[config.mk]
export PLATFORM = sky130hd
export DESIGN_NAME = nearest_neighbor_downscaler
export DESIGN_NICKNAME = d
export VERILOG_FILES = /design/src/nnd_pkg.sv /design/src/nnd_select.sv /design/src/nearest_neighbor_downscaler.sv
export SDC_FILE = /design/constraint.sdc
export NUM_CORES = 1
export LEC_CHECK = 0
export BUFFER_PORTS_ARGS = -buffer_cell sky130_fd_sc_hd__buf_4
export CORE_MARGIN = 3
export CORE_UTILIZATION = 30
export DETAILED_ROUTE_END_ITERATION = 6
export PLACE_DENSITY_LB_ADDON = 0.25
export SLEW_MARGIN = 30
export SYNTH_ARGS = -nofsm -noshare
export SYNTH_HDL_FRONTEND = slang
export SYNTH_SLANG_ARGS = --single-unit
export TNS_END_PERCENT = 5
[constraint.sdc]
create_clock -name clk -period 11.95 [get_ports clk]
set_input_delay 1.7925 -clock clk [delete_from_list [all_inputs] [get_ports clk]]
set_output_delay 1.7925 -clock clk [all_outputs]
set_load 0.05 [all_outputs]
[src/nnd_pkg.sv]
// Shared types and constants for the nearest-neighbor downscaler.
`timescale 1ns / 1ps

package nnd_pkg;

  // Width of every size register on the configuration port.
  localparam int CFG_W = 14;

  // Width of the configuration register index.
  localparam int CFG_IDX_W = 2;

  // Default largest frame dimension handled by the counters.
  localparam int MAX_DIMENSION_DEF = 8192;

  // Register values after reset.
  localparam logic [CFG_W-1:0] SOURCE_WIDTH_RST  = CFG_W'(1920);
  localparam logic [CFG_W-1:0] SOURCE_HEIGHT_RST = CFG_W'(1080);
  localparam logic [CFG_W-1:0] TARGET_WIDTH_RST  = CFG_W'(1920);
  localparam logic [CFG_W-1:0] TARGET_HEIGHT_RST = CFG_W'(1080);

  typedef enum logic [CFG_IDX_W-1:0] {
    REG_SOURCE_WIDTH  = 2'd0,
    REG_SOURCE_HEIGHT = 2'd1,
    REG_TARGET_WIDTH  = 2'd2,
    REG_TARGET_HEIGHT = 2'd3
  } cfg_reg_t;

  // Decision for one source pixel, passed from the selector to the top level.
  typedef struct packed {
    logic emit;
    logic row_end;
    logic frame_end;
  } sel_t;

endpackage

[src/nnd_select.sv]
// Column and row selection counters and accumulators of the downscaler.
`timescale 1ns / 1ps

module nnd_select #(
  parameter int MAX_DIMENSION = nnd_pkg::MAX_DIMENSION_DEF
) (
  input  logic                               clk,
  input  logic                               rst,
  input  logic                               step,
  input  logic                               start,
  input  logic [$clog2(MAX_DIMENSION+1)-1:0] sw,
  input  logic [$clog2(MAX_DIMENSION+1)-1:0] sh,
  input  logic [$clog2(MAX_DIMENSION+1)-1:0] tw,
  input  logic [$clog2(MAX_DIMENSION+1)-1:0] th,
  output nnd_pkg::sel_t                      sel
);
  import nnd_pkg::*;

  localparam int CW = $clog2(MAX_DIMENSION + 1);
  localparam int AW = $clog2(MAX_DIMENSION * MAX_DIMENSION + MAX_DIMENSION + 1);

  logic [CW-1:0] src_col, src_row, dst_col, dst_row;
  logic [CW-1:0] src_col_next, src_row_next, dst_col_next, dst_row_next;
  logic [AW-1:0] col_target_accum, col_base_accum, row_target_accum, row_base_accum;
  logic [AW-1:0] col_target_accum_next, col_base_accum_next;
  logic [AW-1:0] row_target_accum_next, row_base_accum_next;

  // Values seen by this pixel: a frame start clears everything first.
  logic [CW-1:0] c_src_col, c_src_row, c_dst_col, c_dst_row;
  logic [AW-1:0] c_col_t, c_col_b, c_row_t, c_row_b;
  logic [CW:0]   src_col_inc, src_row_inc, dst_col_inc, dst_row_inc;
  logic [AW:0]   col_limit, row_limit;
  logic          row_sel, col_sel, emit, last_col, last_row;

  always_comb begin
    c_src_col = start ? '0 : src_col;
    c_src_row = start ? '0 : src_row;
    c_dst_col = start ? '0 : dst_col;
    c_dst_row = start ? '0 : dst_row;
    c_col_t   = start ? '0 : col_target_accum;
    c_col_b   = start ? '0 : col_base_accum;
    c_row_t   = start ? '0 : row_target_accum;
    c_row_b   = start ? '0 : row_base_accum;

    src_col_inc = {1'b0, c_src_col} + (CW+1)'(1);
    src_row_inc = {1'b0, c_src_row} + (CW+1)'(1);
    dst_col_inc = {1'b0, c_dst_col} + (CW+1)'(1);
    dst_row_inc = {1'b0, c_dst_row} + (CW+1)'(1);

    // A pixel is picked when the output position scaled by the source size
    // falls inside the span covered by this source pixel.
    row_limit = {1'b0, c_row_b} + (AW+1)'(th);
    col_limit = {1'b0, c_col_b} + (AW+1)'(tw);
    row_sel   = (c_dst_row < th) && ({1'b0, c_row_t} < row_limit);
    col_sel   = (c_dst_col < tw) && ({1'b0, c_col_t} < col_limit);
    emit      = row_sel && col_sel;

    sel.emit      = emit;
    sel.row_end   = dst_col_inc >= (CW+1)'(tw);
    sel.frame_end = sel.row_end && (dst_row_inc >= (CW+1)'(th));

    last_col = src_col_inc >= (CW+1)'(sw);
    last_row = src_row_inc >= (CW+1)'(sh);

    src_row_next          = c_src_row;
    dst_row_next          = c_dst_row;
    row_target_accum_next = c_row_t;
    row_base_accum_next   = c_row_b;

    if (!last_col) begin
      src_col_next          = src_col_inc[CW-1:0];
      col_base_accum_next   = c_col_b + AW'(tw);
      dst_col_next          = emit ? dst_col_inc[CW-1:0] : c_dst_col;
      col_target_accum_next = emit ? c_col_t + AW'(sw) : c_col_t;
    end else begin
      src_col_next          = '0;
      col_base_accum_next   = '0;
      dst_col_next          = '0;
      col_target_accum_next = '0;
      if (last_row) begin
        src_row_next          = '0;
        dst_row_next          = '0;
        row_target_accum_next = '0;
        row_base_accum_next   = '0;
      end else begin
        if (row_sel) begin
          dst_row_next          = dst_row_inc[CW-1:0];
          row_target_accum_next = c_row_t + AW'(sh);
        end
        src_row_next        = src_row_inc[CW-1:0];
        row_base_accum_next = c_row_b + AW'(th);
      end
    end
  end

  always_ff @(posedge clk) begin
    if (rst) begin
      src_col          <= '0;
      src_row          <= '0;
      dst_col          <= '0;
      dst_row          <= '0;
      col_target_accum <= '0;
      col_base_accum   <= '0;
      row_target_accum <= '0;
      row_base_accum   <= '0;
    end else if (step) begin
      src_col          <= src_col_next;
      src_row          <= src_row_next;
      dst_col          <= dst_col_next;
      dst_row          <= dst_row_next;
      col_target_accum <= col_target_accum_next;
      col_base_accum   <= col_base_accum_next;
      row_target_accum <= row_target_accum_next;
      row_base_accum   <= row_base_accum_next;
    end
  end

endmodule

[src/nearest_neighbor_downscaler.sv]
// Top level of the nearest-neighbor downscaler for raster-order BGRA pixels.
`timescale 1ns / 1ps

// Usage:
// Source pixels enter on the src channel (src_valid / src_ready) in raster
// order, one per transfer, with frame_start high on the first pixel of a
// frame. Each source pixel yields zero or one pixel on the dst channel
// (dst_valid / dst_ready); row_end and frame_end mark the last pixel of an
// output row and of the output frame.
// Sizes are written on the cfg port (cfg_we, cfg_index, cfg_data) while the
// stream is idle; a zero size acts as one, and target sizes are clamped to
// the source sizes.
// A selected pixel passes through the input register and then the output
// register before it is offered on dst. Throughput: one source pixel per
// cycle while the receiver does not stall, set by the combinational
// add-and-compare step of the column and row accumulators.
// When the receiver stalls, the result stays in the output register and one
// more source pixel is held in the input register; src_ready then drops.
// A pixel that is not selected also waits until the output register is empty
// or draining before it moves on. Reset empties both registers, clears
// all counters and restores the sizes to 1920 by 1080.

module nearest_neighbor_downscaler #(
  parameter int MAX_DIMENSION = nnd_pkg::MAX_DIMENSION_DEF
) (
  input  logic                           clk,
  input  logic                           rst,
  input  logic                           cfg_we,
  input  logic [nnd_pkg::CFG_IDX_W-1:0]  cfg_index,
  input  logic [nnd_pkg::CFG_W-1:0]      cfg_data,
  input  logic                           src_valid,
  output logic                           src_ready,
  input  logic [31:0]                    pixel_in,
  input  logic                           frame_start,
  output logic                           dst_valid,
  input  logic                           dst_ready,
  output logic [31:0]                    pixel_out,
  output logic                           row_end,
  output logic                           frame_end
);
  import nnd_pkg::*;

  localparam int CW = $clog2(MAX_DIMENSION + 1);

  // Size registers as written.
  logic [CFG_W-1:0] source_width, source_height, target_width, target_height;

  // Effective sizes after the zero and oversize rules.
  logic [CW-1:0] sw, sh, tw, th;

  // Input register stage.
  logic        s1_valid;
  logic [31:0] s1_pixel;
  logic        s1_start;

  logic advance;
  sel_t sel;

  always_ff @(posedge clk) begin
    if (rst) begin
      source_width  <= SOURCE_WIDTH_RST;
      source_height <= SOURCE_HEIGHT_RST;
      target_width  <= TARGET_WIDTH_RST;
      target_height <= TARGET_HEIGHT_RST;
    end else if (cfg_we) begin
      case (cfg_reg_t'(cfg_index))
        REG_SOURCE_WIDTH:  source_width  <= cfg_data;
        REG_SOURCE_HEIGHT: source_height <= cfg_data;
        REG_TARGET_WIDTH:  target_width  <= cfg_data;
        REG_TARGET_HEIGHT: target_height <= cfg_data;
        default: ;
      endcase
    end
  end

  // Source sizes are limited to the counter range; target sizes are then
  // limited to the effective source sizes, so the block never upscales.
  always_comb begin
    if (source_width == '0) begin
      sw = CW'(1);
    end else if (32'(source_width) > 32'(MAX_DIMENSION)) begin
      sw = CW'(MAX_DIMENSION);
    end else begin
      sw = CW'(source_width);
    end

    if (source_height == '0) begin
      sh = CW'(1);
    end else if (32'(source_height) > 32'(MAX_DIMENSION)) begin
      sh = CW'(MAX_DIMENSION);
    end else begin
      sh = CW'(source_height);
    end

    if (target_width == '0) begin
      tw = CW'(1);
    end else if (32'(target_width) > 32'(sw)) begin
      tw = sw;
    end else begin
      tw = CW'(target_width);
    end

    if (target_height == '0) begin
      th = CW'(1);
    end else if (32'(target_height) > 32'(sh)) begin
      th = sh;
    end else begin
      th = CW'(target_height);
    end
  end

  // The held pixel is processed whenever the output register can take a
  // result, whether or not this pixel is selected.
  assign advance   = s1_valid && (!dst_valid || dst_ready);
  assign src_ready = !s1_valid || advance;

  always_ff @(posedge clk) begin
    if (rst) begin
      s1_valid <= 1'b0;
    end else if (src_ready) begin
      s1_valid <= src_valid;
    end
  end

  always_ff @(posedge clk) begin
    if (src_valid && src_ready) begin
      s1_pixel <= pixel_in;
      s1_start <= frame_start;
    end
  end

  nnd_select #(
    .MAX_DIMENSION(MAX_DIMENSION)
  ) u_select (
    .clk   (clk),
    .rst   (rst),
    .step  (advance),
    .start (s1_start),
    .sw    (sw),
    .sh    (sh),
    .tw    (tw),
    .th    (th),
    .sel   (sel)
  );

  // Output register: loaded with the pixel when it is selected, emptied
  // when its transfer completes with nothing new behind it.
  always_ff @(posedge clk) begin
    if (rst) begin
      dst_valid <= 1'b0;
    end else if (advance) begin
      dst_valid <= sel.emit;
    end else if (dst_ready) begin
      dst_valid <= 1'b0;
    end
  end

  always_ff @(posedge clk) begin
    if (advance && sel.emit) begin
      pixel_out <= s1_pixel;
      row_end   <= sel.row_end;
      frame_end <= sel.frame_end;
    end
  end

`ifndef NO_ASSERTIONS
  // The end of a frame is always also the end of an output row.
  a_frame_end_is_row_end: assert property (@(posedge clk) disable iff (rst)
    dst_valid |-> (!frame_end || row_end))
    else $error("frame_end without row_end");

  // With the output register empty, the block must take a new pixel.
  a_ready_when_empty: assert property (@(posedge clk) disable iff (rst)
    !dst_valid |-> src_ready)
    else $error("src_ready low while output register is empty");

  // Back pressure on src comes only from a stalled result on dst.
  a_stall_source: assert property (@(posedge clk) disable iff (rst)
    !src_ready |-> (s1_valid && dst_valid && !dst_ready))
    else $error("src_ready low without a stalled result");
`endif

endmodule

==> out/qor.txt, run 1 <==
Result of the run: finished, final reports clean
Synthesized instance count: 2,322
Cell leakage power: 9.38 nW
Hold Crit Depth: 0
Final design area excluding fillers: 22,400 sq um
CTS Buf Count: 37
Maximum achievable frequency: 0.103 GHz
Wire length of the first global-routing pass: 90.3 mm
Port Buf Inserts: 89
Detailed-placement wirelength estimate: 42.9 mm
GR Layer Usage met3: 2.25%
Maximum VDD drop: 0.0000933 V
Routability congestion estimate: 0.894
Total iterations of the first detailed-routing run: 5
Commonest cells after routing, fill and taps aside: 297 x sky130_fd_sc_hd__nand2_1, 223 x sky130_fd_sc_hd__ha_1, 222 x sky130_fd_sc_hd__dfxtp_1, 169 x sky130_fd_sc_hd__a21oi_1, 164 x sky130_fd_sc_hd__nor2_1
Startpoint class of the critical path: flop
Final worst path period share: 81.1%
Clock net sink count: 289
Multiplexer share of the synthesized area: 1.65%
Sequential area share after synthesis: 33.0%
Slew at the pin closest to its max-slew limit: 0.946 ns
Area of the core: 64,500 sq um
CP Max Fanout: 22
Maxcap violations: 0
Setup TNS after final layout: 0 ns
WS Path Type: reg -> reg
Via count normalized by instance count: 5.21
Pin count of the biggest net entering global routing: 107
Clock H-tree levels: 2
Detailed-route wire length: 58.3 mm
Remaining global-route overflow: 0
Endpoint type of the worst setup path: flop
Setup Fix Bufs, Post-CTS: 0
Worst hold-check path type: reg -> reg
Max_slew headroom: 36.7%
Xor and xnor area share after synthesis: 5.55%
Path depth of the worst reg2reg path: 38
Detailed-route via count: 16,964
Final hold violations: 0
Utilization after layout: 34.8%
Count of state elements after synthesis: 289
Floorplan die area: 68,400 sq um
Net count of the mapped netlist: 2,603
Non-Filler Instances: 3,255
Die width: 262 um
Most common cell on crit path: sky130_fd_sc_hd__a21o_1
CTS hold repair buffers: 0
Flip-flop cell with the highest count after synthesis: sky130_fd_sc_hd__dfxtp_1
Yosys warning count: 0
Global-route layer with the greatest usage: met2
Wire per inst: 17.9 um
Shortest clock period the worst path allows after layout: 9.69 ns
Floorplan die height: 262 um
Setup-failing EPs final: 0
Number of resized instances in the post-cts repair step: 0
Most common library cell in the layout ignoring fill and taps: sky130_fd_sc_hd__nand2_1
Met2 demand-to-capacity share in global routing: 26.8%
TritonCTS clock tree: done
Power density over cell area: 116 nW/um^2
Slew Limit Fails: 0
Adder-cell share of the synthesized area: 14.7%
Global Route Usage Sum: 16.6%
Inst Count DP: 3,188
Fin Hold WS: 0.417 ns
Root buf cell: sky130_fd_sc_hd__clkbuf_16
Number of fill cells in the layout: 6,751
Number of flops mapped to enable cells by yosys: 67
Final WS setup: 2.26 ns
Core Rows: 93
Via count of the first global-routing pass: 16,282
Unrepaired setup endpoints after global routing: false
Dominant combinational cell family by area after synthesis: simple AND/OR/NAND/NOR gates
Post-synth design cell area: 19,600 sq um
Global routing met1 resource utilization: 23.1%
Source-to-sink clock delay at the later pin of the worst-skew pair: 0.55 ns
CP required: 12.44 ns
Initial core utilization: 30.4%
Max Root-Sink Buffers: 3
Growth of design area from synthesis to finish: 14.4%
Clock transition at the registers of the reported paths: 0.06 ns
Place WS: 2.16 ns
# IOs: 90
Simple logic cell fraction of the synthesized area: 22.8%
Layout Nets: 2,653
Avg Synthesized Cell Area: 8.43 sq um
Max stage delay on crit path: 0.75 ns
Cell area reported after detailed placement: 21,100 sq um
Worst clock skew on the final layout: 0.0194 ns
Slowest CP cell: sky130_fd_sc_hd__a311oi_4
Async S/R FF share, synth: 0%
Count of cell types in the netlist: 96
Number of DRC violations after detailed routing: 0
Compound-gate portion of the synthesized area: 18.3%
Arrival time of the worst setup path: 10.18 ns
Number of antenna repair diodes: 0
Initial drt markers: 1,010
Number of antenna violations at the first check in global routing: 0
DRT antenna net count: 0
Tot Pwr: 2.60 mW
Ratio of cells with drive above 1 in the final layout: 9.13%
## where the power goes
| group | switching, mW | leakage (nW) | internal [mW] | total (mW) |
|---|---|---|---|---|
| Sequential | 0.0162 | 2.44 | 1.03 | 1.05 |
| Clock | 0.452 | 0.610 | 0.702 | 1.15 |
| Combinational | 0.260 | 6.33 | 0.145 | 0.405 |
## per-layer routing
metal  part of all wire, %  wire (um)
met5                     0          0
met4                   2.6       1500
met3                   5.0       2890
met2                    44      25800
met1                    48      28100
## critical path, delay by kind of cell, from the launching register on
kind            cells  cell delay [ns]
buf+inv             3             0.76
simple gates        9             2.30
fa+ha+maj           4             1.18
compound gates     21             4.88
xor+xnor            1             0.13
flops               1             0.37
## cells by family after synthesis
group,count (synthesis)
flops,289
buf+inv,204
xor+xnor,124
fa+ha+maj,228
compound gates,541
mux,32
simple gates,904
## synthesized netlist by cell type (22+ instances only)
library cell / number / area, sq um
sky130_fd_sc_hd__a22o_1: 27 / 236
sky130_fd_sc_hd__a22oi_1: 28 / 210
sky130_fd_sc_hd__nor3_1: 26 / 130
sky130_fd_sc_hd__o21ai_0: 98 / 490
sky130_fd_sc_hd__xor2_1: 49 / 429
sky130_fd_sc_hd__inv_1: 106 / 398
sky130_fd_sc_hd__nand2b_1: 26 / 163
sky130_fd_sc_hd__nand3_1: 93 / 465
sky130_fd_sc_hd__a21o_1: 28 / 210
sky130_fd_sc_hd__nor2_1: 167 / 627
sky130_fd_sc_hd__edfxtp_1: 67 / 2010
sky130_fd_sc_hd__a31oi_1: 23 / 144
sky130_fd_sc_hd__xnor2_1: 75 / 657
sky130_fd_sc_hd__nand4_1: 34 / 213
sky130_fd_sc_hd__dfxtp_1: 222 / 4440
sky130_fd_sc_hd__nor2b_1: 128 / 801
sky130_fd_sc_hd__o21a_1: 22 / 165
sky130_fd_sc_hd__nand2_1: 298 / 1120
sky130_fd_sc_hd__ha_1: 223 / 2790
sky130_fd_sc_hd__a21oi_1: 169 / 846
sky130_fd_sc_hd__and3_1: 30 / 188
sky130_fd_sc_hd__mux2i_1: 29 / 290
sky130_fd_sc_hd__clkbuf_1: 78 / 293
## sequential cells by signal, indices dropped and copies added (netlist names)
| signal | cells |
|---|---|
| u_select.col_target_accum | 27 |
| u_select.col_base_accum | 27 |
| row_end | 1 |
| target_height | 14 |
| s1_pixel | 32 |
| dst_valid | 1 |
| source_width | 14 |
| u_select.dst_col | 14 |
| u_select.src_col | 14 |
| pixel_out | 32 |
| source_height | 14 |
| s1_valid | 1 |
| s1_start | 1 |
| target_width | 14 |
| u_select.dst_row | 14 |
| u_select.src_row | 14 |
| u_select.row_base_accum | 27 |
| frame_end | 1 |
| u_select.row_target_accum | 27 |
## final timing paths
kind | start | end | slack [ns]
max | source_height[13]$_SDFFE_PP0P_ | u_select.col_target_accum[17]$_SDFFE_PP0P_ | 2.26
min | s1_pixel[13]$_DFFE_PP_ | pixel_out[13]$_DFFE_PP_ | 0.42
max reg2reg | source_height[13]$_SDFFE_PP0P_ | u_select.col_target_accum[17]$_SDFFE_PP0P_ | 2.26
min reg2reg | s1_pixel[13]$_DFFE_PP_ | pixel_out[13]$_DFFE_PP_ | 0.42
## area by class of cell
class / instances / area [sq um] / area share (%)
multi-input cells: 1829 / 12400 / 55.2
inverters: 107 / 402 / 1.79
clock inverters: 13 / 160 / 0.715
repair buffers: 108 / 855 / 3.81
well taps: 855 / 1070 / 4.77
clock buffers: 54 / 1090 / 4.87
flip-flops and latches: 289 / 6460 / 28.8
Note: power is estimated with default switching activity, not from simulation.
==> run 2, diff against run 1 <==
--- a/config.mk
+++ b/config.mk
@@ -5,6 +5,7 @@
 export SDC_FILE = /design/constraint.sdc
 export NUM_CORES = 1
 export LEC_CHECK = 0
+export ABC_AREA = 1
 export BUFFER_PORTS_ARGS = -buffer_cell sky130_fd_sc_hd__buf_4
 export CORE_MARGIN = 3
 export CORE_UTILIZATION = 30
==> constraint.sdc (replaced) <==
create_clock -name clk -period 8.1 [get_ports clk]
set_input_delay 1.215 -clock clk [delete_from_list [all_inputs] [get_ports clk]]
set_output_delay 1.215 -clock clk [all_outputs]
set_load 0.05 [all_outputs]
==> out/qor.txt, run 2 <==
Result of the run: finished, final reports clean
Path depth of the worst reg2reg path: 44
Number of antenna violations at the first check in global routing: 0
Top Registers: pixel_out (32), s1_pixel (32)
Place WS: 0.122 ns
Initial core utilization: 30.5%
CTS Buf Count: 38
Via count of the first global-routing pass: 18,612
Max_slew headroom: 41.0%
Flip-flop cell with the highest count after synthesis: sky130_fd_sc_hd__dfxtp_1
# IOs: 90
Most common library cell in the layout ignoring fill and taps: sky130_fd_sc_hd__nand2_1
Cell type with the highest aggregate area in the netlist: sky130_fd_sc_hd__dfxtp_1
Ranking of synthesized cells by area: sky130_fd_sc_hd__dfxtp_1 21%, sky130_fd_sc_hd__ha_1 13%, sky130_fd_sc_hd__nand2_1 11%, sky130_fd_sc_hd__edfxtp_1 9.5%, sky130_fd_sc_hd__inv_1 8.3%
Initial drt markers: 1,031
Worst r2r src: source_height[3]$_SDFFE_PP1P_
Non-Filler Instances: 4,066
Final WS setup: 0.750 ns
Inst Count DP: 3,993
Arrival time of the worst setup path: 7.83 ns
Max Root-Sink Buffers: 3
Worst hold-check path type: reg -> reg
Layout Nets: 3,388
Yosys warning count: 0
Core Rows: 96
Clock H-tree levels: 2
Maximum achievable frequency: 0.136 GHz
Wire per inst: 14.7 um
Floorplan die area: 73,700 sq um
Floorplan die height: 271 um
Die width: 271 um
Maximum VDD drop: 0.000201 V
Wire length of the first global-routing pass: 98.1 mm
End of the worst register-to-register path: u_select.dst_col[2]$_SDFFE_PP0P_
Hold Crit Depth: 0
Global Route Usage Sum: 16.2%
Setup TNS after final layout: 0 ns
Capture endpoint of the worst hold path: pixel_out[26]$_DFFE_PP_
Detailed-placement wirelength estimate: 44.4 mm
Slew Limit Fails: 0
Area of the core: 69,200 sq um
Synthesized instance count: 3,041
Number of DRC violations after detailed routing: 0
Count of cell types in the netlist: 60
Startpoint of the tightest hold check path: s1_pixel[26]$_DFFE_PP_
Total iterations of the first detailed-routing run: 7
Slowest CP cell: sky130_fd_sc_hd__a21oi_1
Power density over cell area: 230 nW/um^2
Post-synth top area share: 21.0%
Final hold violations: 0
Avg Synthesized Cell Area: 6.95 sq um
Ratio of cells with drive above 1 in the final layout: 8.26%
Count of state elements after synthesis: 289
Buffers & Inverters on Critical Path: 10
Final worst path period share: 90.7%
WS Path Type: reg -> reg
Detailed-route wire length: 59.8 mm
Most common cell on crit path: sky130_fd_sc_hd__nand2_1
Tot Pwr: 5.59 mW
CP required: 8.58 ns
Startpoint class of the critical path: flop
TritonCTS clock tree: done
Commonest cells after routing, fill and taps aside: 642 x sky130_fd_sc_hd__nand2_1, 467 x sky130_fd_sc_hd__inv_1, 307 x sky130_fd_sc_hd__nor2_1, 286 x sky130_fd_sc_hd__a21oi_1, 223 x sky130_fd_sc_hd__ha_1
Async S/R FF share, synth: 0%
Growth of design area from synthesis to finish: 14.7%
Cell class contributing the biggest share of worst-path delay: simple AND/OR/NAND/NOR gates
Shortest clock period the worst path allows after layout: 7.35 ns
Cell leakage power: 10.9 nW
Clock transition at the registers of the reported paths: 0.06 ns
CP Max Fanout: 35
Slew at the pin closest to its max-slew limit: 0.885 ns
Cell area reported after detailed placement: 22,900 sq um
Maxcap violations: 0
Net count of the mapped netlist: 3,322
Setup-failing EPs final: 0
Port Buf Inserts: 89
Pin count of the biggest net entering global routing: 92
Number of flops mapped to enable cells by yosys: 67
Max stage delay on crit path: 0.46 ns
Via count normalized by instance count: 4.70
Most common cell in the synthesized netlist: sky130_fd_sc_hd__nand2_1
Post-synth design cell area: 21,100 sq um
Clock net sink count: 289
CTS hold repair buffers: 0
Slack of the worst reg-to-reg path: 0.75 ns
Routability congestion estimate: 0.865
Utilization after layout: 35.0%
Sequential area share after synthesis: 30.6%
Endpoint type of the worst setup path: flop
Source-to-sink clock delay at the later pin of the worst-skew pair: 0.57 ns
Root buf cell: sky130_fd_sc_hd__clkbuf_16
Most frequent cells after synthesis: 643 x sky130_fd_sc_hd__nand2_1, 469 x sky130_fd_sc_hd__inv_1, 311 x sky130_fd_sc_hd__nor2_1
Worst clock skew on the final layout: 0.0290 ns
Number of antenna repair diodes: 0
Fin Hold WS: 0.417 ns
Detailed-route via count: 19,110
DRT antenna net count: 0
Remaining global-route overflow: 0
Unrepaired setup endpoints after global routing: false
Final design area excluding fillers: 24,200 sq um
run 2: cell types whose count changed after synthesis, sizes merged, moves of 34 or more:
cell	change
inv	+366
nand2	+351
nor2	+155
nor2b	-129
a21oi	+116
nand3	+90
xnor2	-53
xor2	+45
o211ai	+43
nor3	+41
buf	+34
run 2: layout make-up:
class | instances | area (sq um)
Fill cell | 7500 | 44900
Multi-Input combinational cell | 2163 | 12400
Sequential cell | 289 | 6460
Inverter | 474 | 1790
Tap cell | 931 | 1160
Timing Repair Buffer | 141 | 1120
Clock buffer | 52 | 1080
Clock inverter | 16 | 189
run 2: routing by layer:
metal / track usage [%] / part of all wire, % / up-vias
met2: 28.5 / 48 / 235
li1: - / - / 10082
met1: 20.6 / 46 / 8717
met3: 2.29 / 3.2 / 76
met4: 4.22 / 2.1 / 0
met5: 0 / 0 / -
run 2: worst reg2reg max path: cells and delay by family, from the launching register on:
family | cells | cell delay (ns)
xor+xnor | 1 | 0.32
simple gates | 22 | 2.59
compound gates | 8 | 1.49
buf+inv | 10 | 1.57
flops | 1 | 0.30
fa+ha+maj | 3 | 0.98
run 2: kinds of logic after synthesis:
logic type | after synthesis | share of synthesized area (%)
fa+ha+maj | 227 | 13.6
xor+xnor | 116 | 4.81
buf+inv | 589 | 11.0
simple gates | 1297 | 26.4
flops | 289 | 30.6
compound gates | 523 | 13.6
run 2: timing repair:
action | in CTS | in global routing
setup buffers | 0 | 5
gates resized for setup | 0 | 18
setup endpoints to repair | 0 | 76
run 2: where the power goes:
part           leakage [nW]  switching, mW  internal (mW)
registers              2.44         0.0711           1.64
logic                  7.81           1.41          0.739
clock network         0.621          0.691           1.04
run 2: worst max path at each step:
stage,startpoint,end,slack (ns),cells after the start
5_1_grt,source_height[2]$_SDFFE_PP0P_,u_select.dst_col[2]$_SDFFE_PP0P_,0.05,41
3_3_place_gp,source_width[8]$_SDFFE_PP1P_,pixel_out[9]$_DFFE_PP_,0.18,48
6_report,source_height[3]$_SDFFE_PP1P_,u_select.dst_col[2]$_SDFFE_PP0P_,0.75,44
2_1_floorplan,source_height[3]$_SDFFE_PP1P_,frame_end$_DFFE_PP_,1.02,45
4_1_cts,source_width[6]$_SDFFE_PP0P_,pixel_out[10]$_DFFE_PP_,0.08,48
3_5_place_dp,source_width[6]$_SDFFE_PP0P_,pixel_out[9]$_DFFE_PP_,0.12,48
==> run 3, diff against run 2 <==
--- a/config.mk
+++ b/config.mk
@@ -10,7 +10,7 @@
 export CORE_MARGIN = 3
 export CORE_UTILIZATION = 30
 export DETAILED_ROUTE_END_ITERATION = 6
-export PLACE_DENSITY_LB_ADDON = 0.25
+export PLACE_DENSITY_LB_ADDON = 0.08
 export SLEW_MARGIN = 30
 export SYNTH_ARGS = -nofsm -noshare
 export SYNTH_HDL_FRONTEND = slang
==> out/qor.txt, run 3 (same netlist as run 2, synthesis figures left out) <==
Result of the run: finished, final reports clean
Global Route Usage Sum: 17.6%
Worst r2r src: source_width[11]$_SDFFE_PP0P_
Shortest clock period the worst path allows after layout: 7.42 ns
Worst clock skew on the final layout: 0.0208 ns
Worst setup path startpoint: source_width[11]$_SDFFE_PP0P_
Path depth of the worst reg2reg path: 50
# IOs: 90
Initial core utilization: 30.5%
Wire per inst: 16.2 um
Slack of the worst reg-to-reg path: 0.68 ns
End of the worst register-to-register path: pixel_out[3]$_DFFE_PP_
Max stage delay on crit path: 0.34 ns
Clock H-tree levels: 2
Clock transition at the registers of the reported paths: 0.06 ns
Clock net sink count: 289
Fin Hold WS: 0.417 ns
Maxcap violations: 0
Maximum achievable frequency: 0.135 GHz
Utilization after layout: 35.5%
Commonest cells after routing, fill and taps aside: 642 x sky130_fd_sc_hd__nand2_1, 467 x sky130_fd_sc_hd__inv_1, 307 x sky130_fd_sc_hd__nor2_1, 286 x sky130_fd_sc_hd__a21oi_1, 223 x sky130_fd_sc_hd__ha_1
Startpoint class of the critical path: flop
Floorplan die height: 271 um
CTS hold repair buffers: 0
Arrival time of the worst setup path: 7.74 ns
Most common library cell in the layout ignoring fill and taps: sky130_fd_sc_hd__nand2_1
Top Registers: pixel_out (32), s1_pixel (32)
Remaining global-route overflow: 0
Area of the multi-input gates: 12,400 sq um
CTS Buf Count: 41
DRT antenna net count: 0
Detailed-route wire length: 66.0 mm
Final worst path period share: 91.6%
Hold Crit Depth: 0
Non-Filler Instances: 4,086
Setup TNS after final layout: 0 ns
Number of antenna repair diodes: 0
Slew at the pin closest to its max-slew limit: 0.975 ns
Cell leakage power: 11.0 nW
Slew Limit Fails: 0
GR Layer Usage met3: 2.19%
Ratio of cells with drive above 1 in the final layout: 8.87%
Total iterations of the first detailed-routing run: 5
Max_slew headroom: 34.8%
Endpoint type of the worst setup path: flop
Max Root-Sink Buffers: 3
Most common cell on crit path: sky130_fd_sc_hd__nand2_1
Area of the core: 69,200 sq um
Global routing met1 resource utilization: 23.7%
Layout Nets: 3,403
Startpoint of the tightest hold check path: s1_pixel[17]$_DFFE_PP_
Core Rows: 96
Source-to-sink clock delay at the later pin of the worst-skew pair: 0.57 ns
Final hold violations: 0
Power density over cell area: 241 nW/um^2
TritonCTS clock tree: done
Capture endpoint of the worst hold path: pixel_out[17]$_DFFE_PP_
Die width: 271 um
WS Path Type: reg -> reg
Number of antenna violations at the first check in global routing: 0
Setup-failing EPs final: 0
Slowest CP cell: sky130_fd_sc_hd__nor3_1
Initial drt markers: 1,176
Number of fill cells in the layout: 7,401
CP required: 8.43 ns
Via count normalized by instance count: 4.79
Number of DRC violations after detailed routing: 0
Wire length of the first global-routing pass: 104 mm
Growth of design area from synthesis to finish: 16.2%
CP Max Fanout: 19
Maximum VDD drop: 0.000200 V
Unrepaired setup endpoints after global routing: false
Root buf cell: sky130_fd_sc_hd__clkbuf_16
Routability congestion estimate: 0.863
Via count of the first global-routing pass: 18,834
Met2 demand-to-capacity share in global routing: 29.6%
Floorplan die area: 73,700 sq um
Port Buf Inserts: 89
Detailed-placement wirelength estimate: 48.9 mm
Pin count of the biggest net entering global routing: 78
Detailed-route via count: 19,563
Combined flip-flop and latch cell area: 6460 sq um
Worst hold-check path type: reg -> reg
Global-route layer with the greatest usage: met2
Inst Count DP: 4,005
[run 3: worst max path at each step]
stage                                                 endpoint  slack (ns)  cells past startpoint
global placement    u_select.col_target_accum[16]$_SDFFE_PP0P_       -0.18                     49
finish                                  pixel_out[3]$_DFFE_PP_        0.68                     50
CTS                  u_select.col_target_accum[8]$_SDFFE_PP0P_       0.005                     50
detailed placement            u_select.dst_col[4]$_SDFFE_PP0P_       -0.19                     49
global route         u_select.col_target_accum[5]$_SDFFE_PP0P_        0.02                     50
floorplan                                  frame_end$_DFFE_PP_        1.02                     45
[run 3: critical path, delay by kind of cell (launching register included)]
family	cells	cell delay [ns]
AND/OR/NAND/NOR	32	3.63
AO/OA/AOI/OAI	5	0.99
buffers and inverters	9	1.20
flip-flops	1	0.30
adder cells (fa/ha/maj)	3	0.86
XOR/XNOR	1	0.21
[run 3: what timing repair did]
action	4_1_cts	5_1_grt
pin swaps	1	0
resized for setup	0	18
setup endpoints to repair	75	86
cloned	0	0
setup buffers	1	4
[run 3: per-layer routing]
metal / up-vias / wire (um)
li1: 10113 / -
met1: 9029 / 31300
met2: 320 / 30600
met3: 101 / 2470
met4: 0 / 1670
met5: - / 0
[run 3: where the power goes]
group          leakage [nW]  internal [mW]  switching (mW)
combinational          7.88          0.780            1.46
sequential             2.44           1.64          0.0720
clock                 0.718           1.23           0.733
[run 3: through the flow]
| stage | instance area [sq um] | total power, mW | worst slack [ns] |
|---|---|---|---|
| 3_3_place_gp | 23000 | 3.96 | -0.184 |
| 4_1_cts | 24500 | 6.01 | 0.00531 |
| 3_5_place_dp | 23000 | 3.98 | -0.191 |
| 2_1_floorplan | 21100 | 3.34 | 1.02 |
| 6_report | 24600 | 5.91 | 0.681 |
| 5_1_grt | 24600 | 6.37 | 0.0217 |
[run 3: layout make-up]
class | count | share of cell area, %
clock buffer | 50 | 4.48
tap | 931 | 4.74
sequential | 289 | 26.3
inverter | 474 | 7.29
multi-input combinational | 2163 | 50.6
clock inverter | 26 | 1.48
timing repair buffer | 153 | 5.08
